## src/sgmpca_pkg.sv

```systemverilog
// Shared types and constants of the SGM path cost aggregation block.
package sgmpca_pkg;

  localparam int NUM_DISP = 64;
  localparam int DISP_W   = $clog2(NUM_DISP);
  localparam int COUNT_W  = $clog2(NUM_DISP + 1);
  localparam int COST_W   = 13;
  localparam int AGG_W    = 14;
  localparam int P1_W     = 10;
  localparam int P2_W     = 12;
  localparam int CFG_W    = 12;
  localparam int CFG_IDX_W = 2;
  localparam int TERM_W   = AGG_W + 1;   // previous aggregate plus a penalty
  localparam int SUM_W    = TERM_W + 1;  // matching cost plus the minimum term

  localparam logic [AGG_W-1:0]   AGG_MAX     = {AGG_W{1'b1}};
  localparam logic [P1_W-1:0]    P1_RESET    = P1_W'(10);
  localparam logic [P2_W-1:0]    P2_RESET    = P2_W'(100);
  localparam logic [COUNT_W-1:0] COUNT_RESET = COUNT_W'(NUM_DISP);
  localparam logic [COUNT_W-1:0] COUNT_MIN   = COUNT_W'(2);
  localparam logic [COUNT_W-1:0] COUNT_MAX   = COUNT_W'(NUM_DISP);

  typedef enum logic [CFG_IDX_W-1:0] {
    CFG_P1    = 2'd0,
    CFG_P2    = 2'd1,
    CFG_COUNT = 2'd2
  } cfg_idx_t;

  typedef struct packed {
    logic [COST_W-1:0] cost_value;
    logic              path_start;
  } in_t;

  typedef struct packed {
    logic [AGG_W-1:0]  aggregated_cost;
    logic [DISP_W-1:0] disparity_index;
    logic              pixel_done;
    logic [AGG_W-1:0]  pixel_minimum;
  } out_t;

  typedef struct packed {
    logic              en;
    logic [DISP_W-1:0] addr;
    logic [AGG_W-1:0]  data;
  } mem_wr_t;

endpackage

```

## src/sgmpca_vec_mem.sv

```systemverilog
// Previous-pixel aggregate memory with two registered read ports and write bypass.
module sgmpca_vec_mem (
  input  logic                             clk,
  input  logic                             rst_n,
  input  sgmpca_pkg::mem_wr_t              wr,
  input  logic [sgmpca_pkg::DISP_W-1:0]    raddr_a,
  input  logic [sgmpca_pkg::DISP_W-1:0]    raddr_b,
  output logic [sgmpca_pkg::AGG_W-1:0]     rdata_a,
  output logic [sgmpca_pkg::AGG_W-1:0]     rdata_b
);
  import sgmpca_pkg::*;

  logic [AGG_W-1:0] mem_r [NUM_DISP];
  logic [AGG_W-1:0] rd_a_r, rd_b_r, byp_data_r;
  logic             byp_a_r, byp_b_r;

  always_ff @(posedge clk) begin
    if (wr.en) begin
      mem_r[wr.addr] <= wr.data;
    end
    rd_a_r     <= mem_r[raddr_a];
    rd_b_r     <= mem_r[raddr_b];
    byp_data_r <= wr.data;
  end

  // A read that meets a write to the same entry at the same edge takes the new data.
  always_ff @(posedge clk) begin
    if (!rst_n) begin
      byp_a_r <= 1'b0;
      byp_b_r <= 1'b0;
    end else begin
      byp_a_r <= wr.en && (wr.addr == raddr_a);
      byp_b_r <= wr.en && (wr.addr == raddr_b);
    end
  end

  assign rdata_a = byp_a_r ? byp_data_r : rd_a_r;
  assign rdata_b = byp_b_r ? byp_data_r : rd_b_r;

endmodule

```

## src/sgm_path_cost_aggregation_top.sv

```systemverilog
// Top level of the SGM path cost aggregation block.
// A result is registered in the output register, or in the skid stage while the output is held.
// Throughput: one disparity per cycle while the skid stage is empty, set by the read-modify-write
// of the previous-pixel memory, whose reads run one transfer ahead of use.
// Reset (rst_n low, synchronous) restores the penalty and count registers and
// marks the next pixel as a path start; the aggregate memory is not cleared.
module sgm_path_cost_aggregation_top (
  input  logic                               clk,
  input  logic                               rst_n,
  input  logic                               in_valid,
  output logic                               in_ready,
  input  sgmpca_pkg::in_t                    in_data,
  output logic                               out_valid,
  input  logic                               out_ready,
  output sgmpca_pkg::out_t                   out_data,
  input  logic                               cfg_we,
  input  logic [sgmpca_pkg::CFG_IDX_W-1:0]   cfg_index,
  input  logic [sgmpca_pkg::CFG_W-1:0]       cfg_wdata
);
  import sgmpca_pkg::*;

  // Configuration registers.
  logic [P1_W-1:0]    p1_r;
  logic [P2_W-1:0]    p2_r;
  logic [COUNT_W-1:0] count_r;

  // Per-path state held outside the memory.
  logic [DISP_W-1:0] cnt_r, cnt_nxt;
  logic              at_start_r;
  logic [AGG_W-1:0]  prev_min_r;
  logic [AGG_W-1:0]  run_min_r;
  logic [AGG_W-1:0]  held_left_r;

  // Output register and skid stage.
  logic out_valid_r, skid_valid_r;
  out_t out_data_r, skid_data_r;

  logic              accept;
  logic [COUNT_W-1:0] count_use;
  logic              first, last, start_eff;
  logic [AGG_W-1:0]  here, rd_right, left, right;
  logic [TERM_W-1:0] t_here, t_left, t_right, t_jump, m01, m23, m_min;
  logic [SUM_W-1:0]  sum;
  logic [SUM_W-1:0]  diff;
  logic [AGG_W-1:0]  agg, run_new;
  out_t              result;
  mem_wr_t           wr;

  assign accept   = in_valid && in_ready;
  assign in_ready = !skid_valid_r;

  // The count register is used as if clamped to the supported range.
  always_comb begin
    count_use = count_r;
    if (count_r < COUNT_MIN) count_use = COUNT_MIN;
    if (count_r > COUNT_MAX) count_use = COUNT_MAX;
  end

  assign first     = (cnt_r == '0);
  assign last      = ({1'b0, cnt_r} >= (count_use - COUNT_W'(1)));
  assign start_eff = at_start_r || (first && in_data.path_start);

  // The memory reads the entries of the next expected disparity and its right
  // neighbor, so both are ready in the cycle that the transfer arrives.
  sgmpca_vec_mem u_vec_mem (
    .clk     (clk),
    .rst_n   (rst_n),
    .wr      (wr),
    .raddr_a (cnt_nxt),
    .raddr_b (cnt_nxt + DISP_W'(1)),
    .rdata_a (here),
    .rdata_b (rd_right)
  );

  // At disparity zero the left neighbor clamps to entry zero; on the last
  // disparity the right neighbor clamps to the entry itself.
  assign left  = first ? here : held_left_r;
  assign right = last ? here : rd_right;

  always_comb begin
    t_here  = TERM_W'(here);
    t_left  = TERM_W'(left) + TERM_W'(p1_r);
    t_right = TERM_W'(right) + TERM_W'(p1_r);
    t_jump  = TERM_W'(prev_min_r) + TERM_W'(p2_r);
    m01     = (t_left < t_here) ? t_left : t_here;
    m23     = (t_jump < t_right) ? t_jump : t_right;
    m_min   = (m23 < m01) ? m23 : m01;
    sum     = SUM_W'(in_data.cost_value) + SUM_W'(m_min);
    // A minimum term below the previous minimum only follows a count change;
    // the difference then counts as zero.
    diff    = (sum < SUM_W'(prev_min_r)) ? '0 : (sum - SUM_W'(prev_min_r));
    if (start_eff) begin
      agg = AGG_W'(in_data.cost_value);
    end else if (diff > SUM_W'(AGG_MAX)) begin
      agg = AGG_MAX;
    end else begin
      agg = diff[AGG_W-1:0];
    end
    run_new = (first || (agg < run_min_r)) ? agg : run_min_r;
  end

  always_comb begin
    result.aggregated_cost = agg;
    result.disparity_index = cnt_r;
    result.pixel_done      = last;
    result.pixel_minimum   = last ? run_new : '0;
  end

  assign wr.en   = accept;
  assign wr.addr = cnt_r;
  assign wr.data = agg;

  always_comb begin
    cnt_nxt = cnt_r;
    if (accept) begin
      cnt_nxt = last ? '0 : (cnt_r + DISP_W'(1));
    end
  end

  // Configuration writes.
  always_ff @(posedge clk) begin
    if (!rst_n) begin
      p1_r    <= P1_RESET;
      p2_r    <= P2_RESET;
      count_r <= COUNT_RESET;
    end else if (cfg_we) begin
      case (cfg_index)
        CFG_P1:    p1_r    <= cfg_wdata[P1_W-1:0];
        CFG_P2:    p2_r    <= cfg_wdata[P2_W-1:0];
        CFG_COUNT: count_r <= cfg_wdata[COUNT_W-1:0];
        default:   ;
      endcase
    end
  end

  // Path state update on each input transfer.
  always_ff @(posedge clk) begin
    if (!rst_n) begin
      cnt_r       <= '0;
      at_start_r  <= 1'b1;
      prev_min_r  <= '0;
      run_min_r   <= AGG_MAX;
      held_left_r <= '0;
    end else begin
      cnt_r <= cnt_nxt;
      if (accept) begin
        held_left_r <= here;
        if (last) begin
          prev_min_r <= run_new;
          run_min_r  <= AGG_MAX;
          at_start_r <= 1'b0;
        end else begin
          run_min_r  <= run_new;
          at_start_r <= start_eff;
        end
      end
    end
  end

  // Output register with a one-entry skid stage: a new transfer is taken while
  // a finished result is still waiting at the output.
  always_ff @(posedge clk) begin
    if (!rst_n) begin
      out_valid_r  <= 1'b0;
      skid_valid_r <= 1'b0;
    end else if (out_ready || !out_valid_r) begin
      if (skid_valid_r) begin
        out_valid_r  <= 1'b1;
        skid_valid_r <= 1'b0;
      end else begin
        out_valid_r  <= accept;
      end
    end else if (accept) begin
      skid_valid_r <= 1'b1;
    end
  end

  always_ff @(posedge clk) begin
    if (out_ready || !out_valid_r) begin
      if (skid_valid_r) begin
        out_data_r <= skid_data_r;
      end else if (accept) begin
        out_data_r <= result;
      end
    end else if (accept) begin
      skid_data_r <= result;
    end
  end

  assign out_valid = out_valid_r;
  assign out_data  = out_data_r;

  // The skid stage only fills behind a held output result.
  a_skid_behind_out: assert property (@(posedge clk) disable iff (!rst_n)
    skid_valid_r |-> out_valid_r)
    else $error("skid stage holds a result while the output register is empty");

  // A transfer that is not the last of its pixel advances the disparity by one.
  a_cnt_step: assert property (@(posedge clk) disable iff (!rst_n)
    (accept && !last) |=> (cnt_r == DISP_W'($past(cnt_r) + DISP_W'(1))))
    else $error("disparity counter did not advance by one");

  // The last disparity closes the pixel and ends any path start.
  a_pixel_close: assert property (@(posedge clk) disable iff (!rst_n)
    (accept && last) |=> ((cnt_r == '0) && !at_start_r && (run_min_r == AGG_MAX)))
    else $error("pixel state not restarted after the last disparity");

  // A result that reaches the output register is offered at the next cycle.
  a_out_follows: assert property (@(posedge clk) disable iff (!rst_n)
    (accept && (out_ready || !out_valid_r) && !skid_valid_r) |=> out_valid_r)
    else $error("accepted transfer produced no output result");

endmodule
```

## config.mk

```make
export PLATFORM = sky130hd
export DESIGN_NAME = sgm_path_cost_aggregation_top
export DESIGN_NICKNAME = d
export VERILOG_FILES = /design/src/sgmpca_pkg.sv /design/src/sgmpca_vec_mem.sv /design/src/sgm_path_cost_aggregation_top.sv
export SDC_FILE = /design/constraint.sdc
export NUM_CORES = 2
export LEC_CHECK = 0
export ABC_CLOCK_PERIOD_IN_PS = 20800
export BUFFER_PORTS_ARGS = -buffer_cell sky130_fd_sc_hd__buf_4
export CAP_MARGIN = 20
export CORE_MARGIN = 3
export CORE_UTILIZATION = 55
export CTS_BUF_LIST = sky130_fd_sc_hd__clkbuf_2 sky130_fd_sc_hd__clkbuf_4 sky130_fd_sc_hd__clkbuf_8
export DETAILED_ROUTE_END_ITERATION = 16
export PLACE_DENSITY = 0.68
export SETUP_SLACK_MARGIN = 0.15
export SYNTH_ARGS = -nofsm -noshare
export SYNTH_HDL_FRONTEND = slang
export SYNTH_HIERARCHICAL = 1
export SYNTH_SLANG_ARGS = --single-unit
```

## constraint.sdc

```tcl
create_clock -name clk -period 20.8 [get_ports clk]
set_input_delay 1.04 -clock clk [delete_from_list [all_inputs] [get_ports clk]]
set_output_delay 1.04 -clock clk [all_outputs]
set_load 0.05 [all_outputs]
```

* After elaboration in Yosys (flattened, before gate mapping)
Memory sizes are Yosys's and may differ from the RTL's. A register that Yosys moved wholly into a read port is not among the register bits.
Index checks and enable logic that the tools add are counted.
** Storage, ports and cells
- Flip-flop bits (word level) :: 166
- RAM bits :: 896
- Input port bits :: 33
- Output and inout port bits :: 37
- Word-level logic and storage cells :: 87
- Memories kept :: 1
** Cells by class
- Add/sub/neg operators :: 8
- Magnitude comparators :: 9
- Equality and inequality tests :: 4
- Muxes and demuxes :: 23
- Bitwise gates (word level) :: 2
- Reduce and logical (&&, ||, !) cells :: 19
** Memories
- u_vec_mem.mem_r :: words 64, width 14, rd ports 2, clocked after memory_dff 2, wr ports 1, line sgmpca_vec_mem.sv:13 : logic [AGG_W-1:0] mem_r [NUM_DISP];
** Operator list (count)
- $mux 14 :: 9
- $mux 35 :: 2
- $mux 15 :: 3
- $add 14x10->15 :: 2
- $lt 15x15->1 :: 2
- $add 13x15->16 :: 1
- $gt 16x14->1 const B :: 1
- $lt 16x14->1 :: 1
- $mux 16 :: 1
- $sub 16x14->16 :: 1
- $add 14x12->15 :: 1
- $lt 15x14->1 :: 1
- $lt 14x14->1 :: 1
- $mux 7 :: 2
- $add 6x1->6 const B :: 2
- $eq 6x6->1 :: 2
- $mux 6 :: 2
- $reduce_and 2->1 :: 6
- $ge 6x7->1 :: 1
- $gt 7x7->1 const B :: 1
- $lt 7x2->1 const B :: 1
- $sub 7x1->7 const B :: 1
- $logic_not 6->1 :: 1
- $logic_and 1x1->1 :: 4
- other kinds (9) :: 16

* Depth between registers and ports, before layout
- Depth after elaboration :: 23
- Mapped depth :: 86
- Gate-level depth less buffers :: 78

* Cells and area by module
The synthesis kept the hierarchy.
** By module, submodules not included
- sgmpca_vec_mem :: times used 1, cells each 2103, area each 43165.1 sq um, sequential area each 27786.6 sq um
- sgm_path_cost_aggregation_top :: times used 1, cells each 1379, area each 11696.2 sq um, sequential area each 3703.6 sq um

* Worst setup path after synthesis
OpenSTA, ideal clock, no wires.
- Kind :: register -> register
- From :: register count_r[2]
- To :: register out_data_r, in the netlist out_data[10] (data pin)
- Library setup time :: 0.266 ns
- Arrival :: 15.881 ns
- Required time :: 20.534 ns
- Path slack :: 4.653 ns
- Cell stages (with the launch flop) :: 80
- Path buffers :: 8
- Period minus slack after synthesis :: 16.147 ns
- Cells stage by stage :: dfxtp_1 or4_4 or2b_1 nand2_1 ha_1 o21a_1 a31oi_1 ha_1 a21o_1 a21oi_1 o21a_1 or2_2 buf_2 inv_1 clkbuf_1 clkbuf_1 nand2_1 nand2_1 [... 44 more ...] or4_1 a211oi_1 a31oi_2 o22ai_2 nor2_2 buf_2 a21oi_1 ha_1 nor2_1 nor2_1 a21oi_1 a21boi_0 inv_1 nand2_1 nor3_2 buf_6 mux2i_1 o21ai_1
** On the way
- Word-level cells in the longest chain between the ends :: 23
- Elaborated cells between the ends (all ways) :: 25
- Classes of those cells :: add/sub: 4; order compare: 8; mux: 12; reduce/logical: 1
** Ends and longest elaborated chain
- start, declared :: line sgm_path_cost_aggregation_top.sv:25 : logic [COUNT_W-1:0] count_r;
- start signal, assigned :: line sgm_path_cost_aggregation_top.sv:130 : CFG_COUNT: count_r <= cfg_wdata[COUNT_W-1:0];
- $lt 7x2->1 :: line sgm_path_cost_aggregation_top.sv:55 : if (count_r < COUNT_MIN) count_use = COUNT_MIN;
- $mux 7 :: line sgm_path_cost_aggregation_top.sv:55
- $mux 7 (*) :: line sgm_path_cost_aggregation_top.sv:56 : if (count_r > COUNT_MAX) count_use = COUNT_MAX;
- $sub 7x1->7 (*) :: line sgm_path_cost_aggregation_top.sv:60 : assign last = ({1'b0, cnt_r} >= (count_use - COUNT_W'(1)));
- $ge 6x7->1 (*) :: line sgm_path_cost_aggregation_top.sv:60
- via last :: line sgm_path_cost_aggregation_top.sv:40 : logic first, last, start_eff;
- $mux 14 (*) :: line sgm_path_cost_aggregation_top.sv:78 : assign right = last ? here : rd_right;
- $add 14x10->15 (*) :: line sgm_path_cost_aggregation_top.sv:83 : t_right = TERM_W'(right) + TERM_W'(p1_r);
- [... 9 more ...]
- $mux 14 (*) :: line sgm_path_cost_aggregation_top.sv:92 : if (start_eff) begin
- via agg[1] :: line sgm_path_cost_aggregation_top.sv:45 : logic [AGG_W-1:0] agg, run_new;
- $lt 14x14->1 (*) :: line sgm_path_cost_aggregation_top.sv:99 : run_new = (first || (agg < run_min_r)) ? agg : run_min_r;
- $logic_or 1x1->1 (*) :: line sgm_path_cost_aggregation_top.sv:99
- $mux 14 (*) :: line sgm_path_cost_aggregation_top.sv:99
- $mux 14 (*) :: line sgm_path_cost_aggregation_top.sv:106 : result.pixel_minimum = last ? run_new : '0;
- $mux 35 (*) :: line sgm_path_cost_aggregation_top.sv:182 : end else if (accept) begin
- $mux 35 (*) :: line sgm_path_cost_aggregation_top.sv:180 : if (skid_valid_r) begin
- end signal, assigned :: line sgm_path_cost_aggregation_top.sv:181 : out_data_r <= skid_data_r;
- end signal, assigned :: line sgm_path_cost_aggregation_top.sv:183 : out_data_r <= result;
- end, declared :: line sgm_path_cost_aggregation_top.sv:36 : out_t out_data_r, skid_data_r;
The timed path passes the listed nets; every way through them passes the cells marked *. The select of a mux whose other input is x is not followed.
A chain may end at the register's enable or synchronous reset.

* Worst setup path in the final report
- From :: register count_r[2]
- To :: register out_data_r, in the netlist out_data[3] (data pin)
** On the way
- Word-level cells in the longest chain between the ends :: 23
- Elaborated cells between the ends (all ways) :: 25
- Classes of those cells :: add/sub: 4; order compare: 8; mux: 12; reduce/logical: 1
** Ends and longest elaborated chain
- $lt 7x2->1 :: line sgm_path_cost_aggregation_top.sv:55
- $mux 7 :: line sgm_path_cost_aggregation_top.sv:55
- $mux 7 (*) :: line sgm_path_cost_aggregation_top.sv:56
- $sub 7x1->7 (*) :: line sgm_path_cost_aggregation_top.sv:60
- $ge 6x7->1 (*) :: line sgm_path_cost_aggregation_top.sv:60
- $mux 14 (*) :: line sgm_path_cost_aggregation_top.sv:78
- $add 14x10->15 (*) :: line sgm_path_cost_aggregation_top.sv:83
- $lt 15x15->1 :: line sgm_path_cost_aggregation_top.sv:86 : m23 = (t_jump < t_right) ? t_jump : t_right;
- [... 8 more ...]
- $mux 14 (*) :: line sgm_path_cost_aggregation_top.sv:92
- via agg[7] :: line sgm_path_cost_aggregation_top.sv:45
- $lt 14x14->1 (*) :: line sgm_path_cost_aggregation_top.sv:99
- $logic_or 1x1->1 (*) :: line sgm_path_cost_aggregation_top.sv:99
- $mux 14 (*) :: line sgm_path_cost_aggregation_top.sv:99
- $mux 14 (*) :: line sgm_path_cost_aggregation_top.sv:106
- $mux 35 (*) :: line sgm_path_cost_aggregation_top.sv:182
- $mux 35 (*) :: line sgm_path_cost_aggregation_top.sv:180
Marks and branches as above.

==> qor.yml <==
critPathBufInv: 6
synth_warnings: 6
crit_path_end_kind: "flip-flop"
row_count: 115
synth-main-ff-cell: "edfxtp_1"
async_flop_share: 0
ant_nets: 0
place.gp.congestion: 0.923
slowest_stage: "a2111oi_0"
pin_count: 70
crit_type: "flip-flop to flip-flop"
hold_path.startpoint: "cfg_wdata[2]"
yosysTopAreaCell: "edfxtp_1"
synth-seq-area-share: 0.574
critical-path-top-delay-family: "compound AO/OA/AOI/OAI gates"
power_leakage_uw: 0.0203
rsz0062_at_grt: "false"
cts_setup_buffers: 0
slew_headroom: 0.230
dieArea_sq_um: 104000
yosys-top-cells-count: "edfxtp_1 (966), mux4_2 (451), nor2_1 (204)"
rr_endpoint: "out_data[3]"
synth-edff-count: 966
gr-usage-met1: 0.418
synth_cell_type_count: 95
whs_path_depth: 3
slew_viol_final: 0
overflow: 0
preCtsSetupSlack_ns: 1.84
fp.dieH_um: 322
drv_cap: 0
clkTransAtPathRegs_ns: 0.07
busiest_layer: "met2"
met3_usage: 0.0691
cp.arrival_ns: 18.96
viasPerCell: 6.87
r2r_cells: 74
drtIter0Drc: 4190
hold_violations: 0
vias: 34700
h-tree-depth: 4
cts_tree: "done"
slowest_delay_ns: 0.92
ys_seq_elements: 1090
clockRootBuffer: "clkbuf_8"
synth_area_leaders: "edfxtp_1 (53%), mux4_2 (19%), dfxtp_1 (4.5%)"
critPathLaunchType: "flip-flop"
hold_end: "p2_r[2]"
hp-class: "input port to flip-flop"
synthesis.instances: 3482
syn_area_sq_um: 54900
cellPowerDensity_nw_per_um2: 90.6
post_drt_wl_per_cell_um: 31.7
worst_pin_slew_ns: 1.15
postSynthNetCount: 3646
synth_top_cell_area_share: 0.529
remaining_drc_errors: 0
numCtsBuffers: 178
path_common_cell: "ha_1"
fin_skew_ns: 0.0543
fin_ws_ns: 2.44
path_max_fanout: 45
fmax_mhz: 54.5
area_growth_pct: 10.2
tns_ns: 0
ir_drop_mv: 0.0555
cts_buffer_depth: 3
dpl.hpwl_um: 104000
grt_max_degree: 126
post-route-min-period_ns: 18.36
wl_um: 161000
postSynthAreaPerCell_sq_um: 15.8
post_cts_resized: 0
portBuffers: 69
holdBufCountCts: 0
cts.sink_count: 1090
die_w_um: 322
clock_latency_ns: 0.88
setup_viol: 0
nets: 3789
r2r_slack_ns: 2.44
r2r-start: "count_r[2]"
drt_first_pass_iters: 8
grt_pass1_vias: 35000
grt_pass1_wl_um: 235000
grt.met2_usage: 0.499
totalPowerFinal_uw: 5480
core_area_sq_um: 98700
status: "finished, final reports clean"
start_util: 0.556
crit_required_ns: 21.41
antenna_found_initial: 3
synth.most_common_cell: "edfxtp_1"
final.period_utilization: 0.883
drive_gt1_frac: 0.287
track_usage: 0.313
[layout by cell type (no fill, tap or decap), types with 49 or more instances in the layout]
cell type  netlist  routed
dfxtp_1        124     123
nand2_1        183     183
inv_1           94      81
a21oi_1        147     145
o21ai_0        102     101
mux2_2          49      49
clkbuf_8         0     191
nor2_1         204     177
nor2b_1         52      51
edfxtp_1       966     966
ha_1           126     125
mux4_2         451     451
buf_4           34     166
mux2i_1        112     112
clkbuf_4         0      50
[where the power goes]
group	total (uW)	leakage (uW)	internal (uW)	switching (uW)
clock network	1910	0.00194	1030	876
logic	1100	0.00856	442	655
registers	2470	0.00985	2450	21.4
[worst max path at each step]
stage               slack, ns           end  depth (start not counted)       start
floorplan                4.65  out_data[10]                         79  count_r[2]
global placement         2.17   out_data[7]                         74  count_r[2]
detailed placement       1.84   out_data[7]                         74  count_r[2]
CTS                      1.82   out_data[7]                         74  count_r[3]
global route             1.21   out_data[3]                         74  count_r[2]
finish                   2.44   out_data[3]                         74  count_r[2]
[stage by stage]
stage               hold slack (ns)  instances  utilization  area (sq um)
CTS                           0.341       5052        0.611         60400
detailed placement            0.444       4726        0.574         56700
finish                        0.427       5059        0.613         60500
floorplan                     0.434       3482            -         54900
global route                  0.384       5059        0.613         60500
global placement              0.443       4725        0.574         56700
[registers in the layout, summed over array words and instances (netlist names), 6 cells and up]
| name | flops |
|---|---|
| cnt_r | 6 |
| count_r | 7 |
| held_left_r | 14 |
| out_data | 35 |
| p1_r | 10 |
| p2_r | 12 |
| prev_min_r | 14 |
| run_min_r | 14 |
| skid_data_r | 35 |
| u_vec_mem/byp_data_r | 14 |
| u_vec_mem/mem_r | 896 |
| u_vec_mem/rd_a_r | 14 |
| u_vec_mem/rd_b_r | 14 |
[layout make-up]
| class | instances | area (sq um) |
|---|---|---|
| Clock buffer | 241 | 3000 |
| Multi-Input combinational cell | 2079 | 21900 |
| Timing Repair Buffer | 177 | 1450 |
| Fill cell | 7156 | 38200 |
| Inverter | 99 | 387 |
| Clock inverter | 85 | 647 |
| Antenna cell | 1 | 2.50 |
| Tap cell | 1287 | 1610 |
| Sequential cell | 1090 | 31500 |
[worst register-to-register path, delay by kind of cell, from the launching register on]
family,cells,cell delay [ns]
AND/OR/NAND/NOR,22,4.87
multiplexers,1,0.36
adder cells (fa/ha/maj),9,2.76
buffers and inverters,6,2.03
AO/OA/AOI/OAI,34,7.47
XOR/XNOR,2,0.31
flip-flops,1,0.36
[cell families (layout without fill, tap and decap cells)]
| family | count (synthesis) | count (layout) | share of synthesized area |
|---|---|---|---|
| AOI/OAI and AO/OA | 597 | 597 | 0.0736 |
| xor gates and xnor gates | 74 | 74 | 0.0120 |
| adders and majority gates | 131 | 131 | 0.0306 |
| buffers and inverters | 313 | 602 | 0.0306 |
| DFF | 1090 | 1090 | 0.574 |
| muxes | 631 | 631 | 0.224 |
| other | 1 | 2 | 0.0000684 |
| and+or+nand+nor | 645 | 645 | 0.0556 |
[routing by layer]
| layer | vias to the layer above | wire length, um |
|---|---|---|
| li1 | 14500 | - |
| met2 | 2024 | 77100 |
| met3 | 331 | 15500 |
| met1 | 17900 | 60300 |
| met4 | 0 | 7670 |
| met5 | - | 0 |
(Power assumes the default switching activity.)
